<file path="config.mk">
export PLATFORM = sky130hd
export DESIGN_NAME = ir_distance_linearize_average
export DESIGN_NICKNAME = d
export VERILOG_FILES = /design/src/rtl/core/irdla_pkg.sv /design/src/rtl/core/irdla_linearize.sv /design/src/rtl/core/irdla_average.sv /design/src/rtl/core/ir_distance_linearize_average.sv
export SDC_FILE = /design/constraint.sdc
export NUM_CORES = 1
export LEC_CHECK = 0
export BUFFER_PORTS_ARGS = -buffer_cell sky130_fd_sc_hd__buf_2
export CORE_MARGIN = 2
export CORE_UTILIZATION = 30
export DETAILED_ROUTE_END_ITERATION = 7
export PLACE_DENSITY = 0.41
export SYNTH_ARGS = -nofsm -noshare
export SYNTH_HDL_FRONTEND = slang
export SYNTH_HIERARCHICAL = 1
export SYNTH_SLANG_ARGS = --single-unit
</file>
<file path="constraint.sdc">
create_clock -name clk_i -period 29.7 [get_ports clk_i]
set_input_delay 4.455 -clock clk_i [delete_from_list [all_inputs] [get_ports clk_i]]
set_output_delay 4.455 -clock clk_i [all_outputs]
set_load 0.05 [all_outputs]
</file>
<file path="src/rtl/core/irdla_pkg.sv">
package irdla_pkg;

  localparam int MEAS_W      = 12;
  localparam int DIST_W      = 15;
  localparam int IN_TDATA_W  = 16;
  localparam int OUT_TDATA_W = 32;
  localparam int OUT_PAD_W   = OUT_TDATA_W - 2 * DIST_W;

  // Breakpoint table: ADC counts and Q1.14 distances
  localparam int POINT_COUNT = 6;
  localparam int SEG_COUNT   = POINT_COUNT - 1;
  localparam int SEG_W       = $clog2(SEG_COUNT);

  localparam logic [MEAS_W-1:0] BP_ADC [POINT_COUNT] = '{
    12'd800, 12'd830, 12'd900, 12'd1150, 12'd1650, 12'd2700
  };
  localparam logic [DIST_W-1:0] BP_DIST [POINT_COUNT] = '{
    15'd21299, 15'd16384, 15'd13107, 15'd9830, 15'd6554, 15'd3277
  };

  // Fall per ADC count in unsigned Q.16, rounded to nearest
  localparam int SLOPE_SHIFT = 16;
  localparam int SLOPE_W     = 24;
  localparam logic [SLOPE_W-1:0] SEG_SLOPE [SEG_COUNT] = '{
    SLOPE_W'(((21299 - 16384) * 65536 + 30 / 2) / 30),
    SLOPE_W'(((16384 - 13107) * 65536 + 70 / 2) / 70),
    SLOPE_W'(((13107 - 9830) * 65536 + 250 / 2) / 250),
    SLOPE_W'(((9830 - 6554) * 65536 + 500 / 2) / 500),
    SLOPE_W'(((6554 - 3277) * 65536 + 1050 / 2) / 1050)
  };
  localparam int PROD_W = MEAS_W + SLOPE_W;
  localparam int FALL_W = PROD_W - SLOPE_SHIFT;

  // Moving average
  localparam int WINDOW      = 3;
  localparam int POS_W       = (WINDOW > 1) ? $clog2(WINDOW) : 1;
  localparam int TOTAL_W     = 19;
  localparam int NUM_W       = TOTAL_W + 1;
  localparam int DIV_SHIFT   = NUM_W + 4;
  localparam int RECIP_W     = DIV_SHIFT + 1;
  localparam logic [RECIP_W-1:0] RECIP =
    RECIP_W'(((64'd1 << DIV_SHIFT) + 64'(WINDOW) - 64'd1) / 64'(WINDOW));
  localparam int AVG_PROD_W  = NUM_W + RECIP_W;

endpackage

</file>
<file path="src/rtl/core/irdla_linearize.sv">
module irdla_linearize
  import irdla_pkg::*;
(
  input  logic [MEAS_W-1:0] measurement_i,
  output logic [DIST_W-1:0] distance_o
);

  logic [SEG_W-1:0]  seg;
  logic [MEAS_W-1:0] offset;
  logic [PROD_W-1:0] prod;
  logic [PROD_W-1:0] rounded;
  logic [FALL_W-1:0] fall;
  logic [DIST_W-1:0] upper;

  always_comb begin
    // breakpoints are ascending, so the last hit is the segment
    seg = '0;
    for (int k = 1; k < SEG_COUNT; k++) begin
      if (measurement_i > BP_ADC[k]) seg = SEG_W'(k);
    end
    offset  = measurement_i - BP_ADC[seg];
    prod    = PROD_W'(offset) * PROD_W'(SEG_SLOPE[seg]);
    rounded = prod + (PROD_W'(1) << (SLOPE_SHIFT - 1));
    fall    = rounded[PROD_W-1:SLOPE_SHIFT];
    upper   = BP_DIST[seg];

    if (measurement_i <= BP_ADC[0]) begin
      distance_o = BP_DIST[0];
    end else if (measurement_i >= BP_ADC[POINT_COUNT-1]) begin
      distance_o = BP_DIST[POINT_COUNT-1];
    end else if (fall > FALL_W'(upper)) begin
      distance_o = '0;
    end else begin
      distance_o = upper - fall[DIST_W-1:0];
    end
  end

endmodule

</file>
<file path="src/rtl/core/irdla_average.sv">
module irdla_average
  import irdla_pkg::*;
(
  input  logic              clk_i,
  input  logic              rst_ni,
  input  logic              write_en_i,
  input  logic [DIST_W-1:0] distance_i,
  output logic [DIST_W-1:0] average_o
);

  logic [DIST_W-1:0]     store_q [WINDOW];
  logic [POS_W-1:0]      pos_q, pos_d;
  logic [TOTAL_W-1:0]    total_q, total_d;
  logic [NUM_W-1:0]      num;
  logic [AVG_PROD_W-1:0] prod;

  always_comb begin
    total_d = total_q - TOTAL_W'(store_q[pos_q]) + TOTAL_W'(distance_i);
    pos_d   = (pos_q == POS_W'(WINDOW - 1)) ? '0 : pos_q + POS_W'(1);
  end

  always_ff @(posedge clk_i or negedge rst_ni) begin
    if (!rst_ni) begin
      for (int k = 0; k < WINDOW; k++) store_q[k] <= '0;
      pos_q   <= '0;
      total_q <= '0;
    end else if (write_en_i) begin
      store_q[pos_q] <= distance_i;
      pos_q          <= pos_d;
      total_q        <= total_d;
    end
  end

  // divide by the window length through a reciprocal multiply
  always_comb begin
    num       = NUM_W'(total_q) + NUM_W'(WINDOW / 2);
    prod      = AVG_PROD_W'(num) * AVG_PROD_W'(RECIP);
    average_o = prod[DIV_SHIFT +: DIST_W];
  end

endmodule

</file>
<file path="src/rtl/core/ir_distance_linearize_average.sv">
// Infrared distance linearizer with moving average. Each input item carries a
// 12-bit ADC reading; the block maps it to a distance in unsigned Q1.14 metres
// by piecewise-linear interpolation over six fixed breakpoints (clamped to
// 1.30 m and 0.20 m outside the table) and returns it together with the
// rounded mean of the last three distances. The window starts out as zeros,
// so the first averages are low. One item is taken every clock cycle while the
// output is not stalled; a result is registered in turn in an input register,
// a stage that holds the interpolated distance and the running sum, and the
// output register that follows the divide-by-window multiply.
module ir_distance_linearize_average
  import irdla_pkg::*;
(
  input  logic                   clk_i,
  input  logic                   rst_ni,
  input  logic                   s_axis_tvalid,
  output logic                   s_axis_tready,
  input  logic [IN_TDATA_W-1:0]  s_axis_tdata,   // [11:0] measurement
  output logic                   m_axis_tvalid,
  input  logic                   m_axis_tready,
  output logic [OUT_TDATA_W-1:0] m_axis_tdata    // [14:0] distance, [29:15] distance_averaged
);

  logic              v0_q, v1_q, v2_q;
  logic              adv0, adv1, adv2;
  logic [MEAS_W-1:0] meas_q;
  logic [DIST_W-1:0] lin_dist;
  logic [DIST_W-1:0] dist1_q;
  logic [DIST_W-1:0] avg;
  logic [DIST_W-1:0] dist_q;
  logic [DIST_W-1:0] avg_q;

  // a stage advances when it is empty or the next one advances
  assign adv2 = !v2_q || m_axis_tready;
  assign adv1 = !v1_q || adv2;
  assign adv0 = !v0_q || adv1;

  assign s_axis_tready = adv0;
  assign m_axis_tvalid = v2_q;
  assign m_axis_tdata  = {OUT_PAD_W'(0), avg_q, dist_q};

  always_ff @(posedge clk_i or negedge rst_ni) begin
    if (!rst_ni) begin
      v0_q <= 1'b0;
      v1_q <= 1'b0;
      v2_q <= 1'b0;
    end else begin
      if (adv0) v0_q <= s_axis_tvalid;
      if (adv1) v1_q <= v0_q;
      if (adv2) v2_q <= v1_q;
    end
  end

  always_ff @(posedge clk_i) begin
    if (adv0 && s_axis_tvalid) meas_q <= s_axis_tdata[MEAS_W-1:0];
    if (adv1 && v0_q) dist1_q <= lin_dist;
    if (adv2 && v1_q) begin
      dist_q <= dist1_q;
      avg_q  <= avg;
    end
  end

  irdla_linearize u_linearize (
    .measurement_i (meas_q),
    .distance_o    (lin_dist)
  );

  // the running sum moves together with the distance stage
  irdla_average u_average (
    .clk_i      (clk_i),
    .rst_ni     (rst_ni),
    .write_en_i (adv1 && v0_q),
    .distance_i (lin_dist),
    .average_o  (avg)
  );

endmodule

</file>
==> impl_metrics.py <==
metrics = {
    "status": {
        "status": "finished clean",
    },
    "sta": {
        "period_share_pct": 59.59,
        "rsz0062_at_grt": "no",
        "report.final.setup_viol": 0,
        "finalHoldViolations": 0,
        "maxSlewViolCount": 0,
        "fin_crit_ps": 17700,
        "tns_ps": 0,
        "holdWs_ps": 421.7,
        "max_freq_mhz": 56.50,
        "slew_headroom_pct": 13.45,
        "finalClockSkew_ps": 11.93,
        "tightest_slew_ps": 1289,
    },
    "critical_path": {
        "worstPathRequired_ps": 30050,
        "max_stage_delay_ps": 660,
        "crit_path_max_fanout": 20,
        "critical_path_class": "register to register",
        "critPathBufInv": 10,
        "crit_slowest_cell": "or3_1",
        "worst_ep_arrival_time_ps": 18050,
        "worst_path_most_repeated_cell": "fa_1",
        "crit_path_end_kind": "register",
        "crit_family": "adder cells",
        "startpoint_type": "register",
    },
    "cts": {
        "htree_num_levels": 4,
        "cts_setup_buffers": 0,
        "tritoncts": "done",
        "cts-root-buf": "clkbuf_16",
        "postCtsHoldBufs": 0,
        "clk_pin_slew_ps": 70,
        "post_cts_resized": 0,
        "cts_buffers": 17,
        "cts_max_path_buffers": 2,
        "insertion_delay_ps": 450,
        "clkSinkCount": 126,
    },
    "die": {
        "core-area_um2": 71120,
        "die_h_um": 271.5,
        "design.die.area_um2": 73720,
        "row_count": 98,
        "boundaryPins": 54,
        "die_x_um": 271.5,
        "start_util_pct": 30.19,
    },
    "placement": {
        "dp_hpwl_um": 49720,
        "gp_congestion": 0.8734,
        "port_buffers": 47,
    },
    "route": {
        "via_per_inst": 4.608,
        "finalWirelength_um": 58730,
        "vias": 15170,
        "drt_iter0_drc": 728,
        "first_pass_iters": 5,
        "routedWlPerCell_um": 17.84,
        "drt.antenna.violating_nets": 0,
        "drc_errors": 0,
    },
    "synth": {
        "syn-mean-instance-area_um2": 9.416,
        "async_reset_ff_share_pct": 54.76,
        "syn_area_um2": 21470,
        "synth.distinct_cells": 92,
        "synth-seq-cells": 126,
        "synth-edff-count": 57,
        "yosysWarnings": 6,
        "ys_seq_area_share_pct": 16.01,
        "synth_cells": 2280,
        "ys.flop_type": "dfrtp_1",
    },
    "grt": {
        "grt_pass1_vias": 16340,
        "antenna_found_initial": 2,
        "grt_max_degree": 70,
        "grt_remaining_overflow": 0,
        "grt_pass1_wl_um": 93530,
        "grtUsageTotal_pct": 16.47,
    },
    "finish": {
        "antenna_cells": 0,
        "final_common_cell": "inv_1",
        "drive_gt1_share_pct": 6.661,
        "most-common-layout-cells": "inv_1 (544), ha_1 (333), fa_1 (301)",
        "final_nets": 2983,
        "syn_to_final_growth_pct": 9.505,
        "fillers": 7449,
    },
    "job": {
        "max-cap-violations": 0,
    },
    "hold_path": {
        "min_path_type": "register to register",
    },
}
area by class of cell:
class / instances / area, um2 / share of cell area (%)
inverter: 551 / 2068 / 8.797
multi-input combinational: 1569 / 15830 / 67.32
timing repair buffer: 64 / 365.4 / 1.554
clock inverter: 15 / 197.7 / 0.8409
clock buffer: 17 / 425.4 / 1.809
tap: 950 / 1189 / 5.056
sequential: 126 / 3438 / 14.62
sequential cells by signal (all words and copies together) (netlist names):
signal	count
v1_q	1
dist1_q	15
meas_q	12
dist_q	15
u_average/pos_q	2
v0_q	1
avg_q	15
u_average/total_q	19
m_axis_tvalid	1
u_average/store_q	45
worst reg2reg max path: cells and delay by family (launching register included):
kind	cells	cell delay, ps
fa+ha+maj	11	5460
compound gates	24	5290
simple gates	13	3070
buf+inv	10	1940
xor+xnor	2	990
flops	1	530
mux	1	320
per-stage QoR:
step,utilization [%],instance area [um2],cells,setup slack [ps]
finish,33.06,23510,3292,12000
floorplan,-,21470,2281,15210
detailed placement,32.18,22890,3260,12080
CTS,33.06,23510,3292,12030
global placement,32.18,22890,3260,12090
global route,33.06,23510,3292,10890
layer usage:
| metal | part of all wire (%) | GRT usage [%] |
|---|---|---|
| met4 | 3.2 | 5.075 |
| met2 | 46 | 27.00 |
| met3 | 3.5 | 2.574 |
| met1 | 48 | 22.33 |
| met5 | 0.046 | 0 |
Yosys cell counts, drive strengths merged (29+ instances only):
master / number / area, um2
xnor2: 61 / 579.3
ha: 333 / 4167
fa: 301 / 6026
dfrtp: 69 / 1727
a21oi: 67 / 339.1
xor2: 29 / 254.0
nor2: 141 / 529.3
nand3: 34 / 187.7
nand2: 170 / 638.1
o21ai: 117 / 596.8
edfxtp: 57 / 1712
inv: 547 / 2053
cell families after synthesis:
family	count (synthesis)	synth area share (%)
AO/OA/AOI/OAI	323	9.785
flip-flops	126	16.01
AND/OR/NAND/NOR	479	10.41
other	1	0.01747
XOR/XNOR	90	3.881
adder cells (fa/ha/maj)	634	47.47
multiplexers	41	2.028
buffers and inverters	586	10.39
path summary, 6_finish.rpt:
| path | start | cells after the start | slack [ps] | end |
|---|---|---|---|---|
| worst max-delay path | meas_q[6] | 61 | 12000 | u_average/total_q[17] |
| worst min-delay path | dist1_q[2] | 0 | 420 | dist_q[2] |
| worst max register to register | meas_q[6] | 61 | 12000 | u_average/total_q[17] |
| worst min register to register | dist1_q[2] | 0 | 420 | dist_q[2] |
| max in group asynchronous | rst_ni | 1 | 24920 | u_average/store_q[41] |
| min in group asynchronous | rst_ni | 1 | 4120 | u_average/total_q[0] |
Power is not shown: default switching activity piles up to over one toggle a cycle in this logic, so the estimate is an artifact.
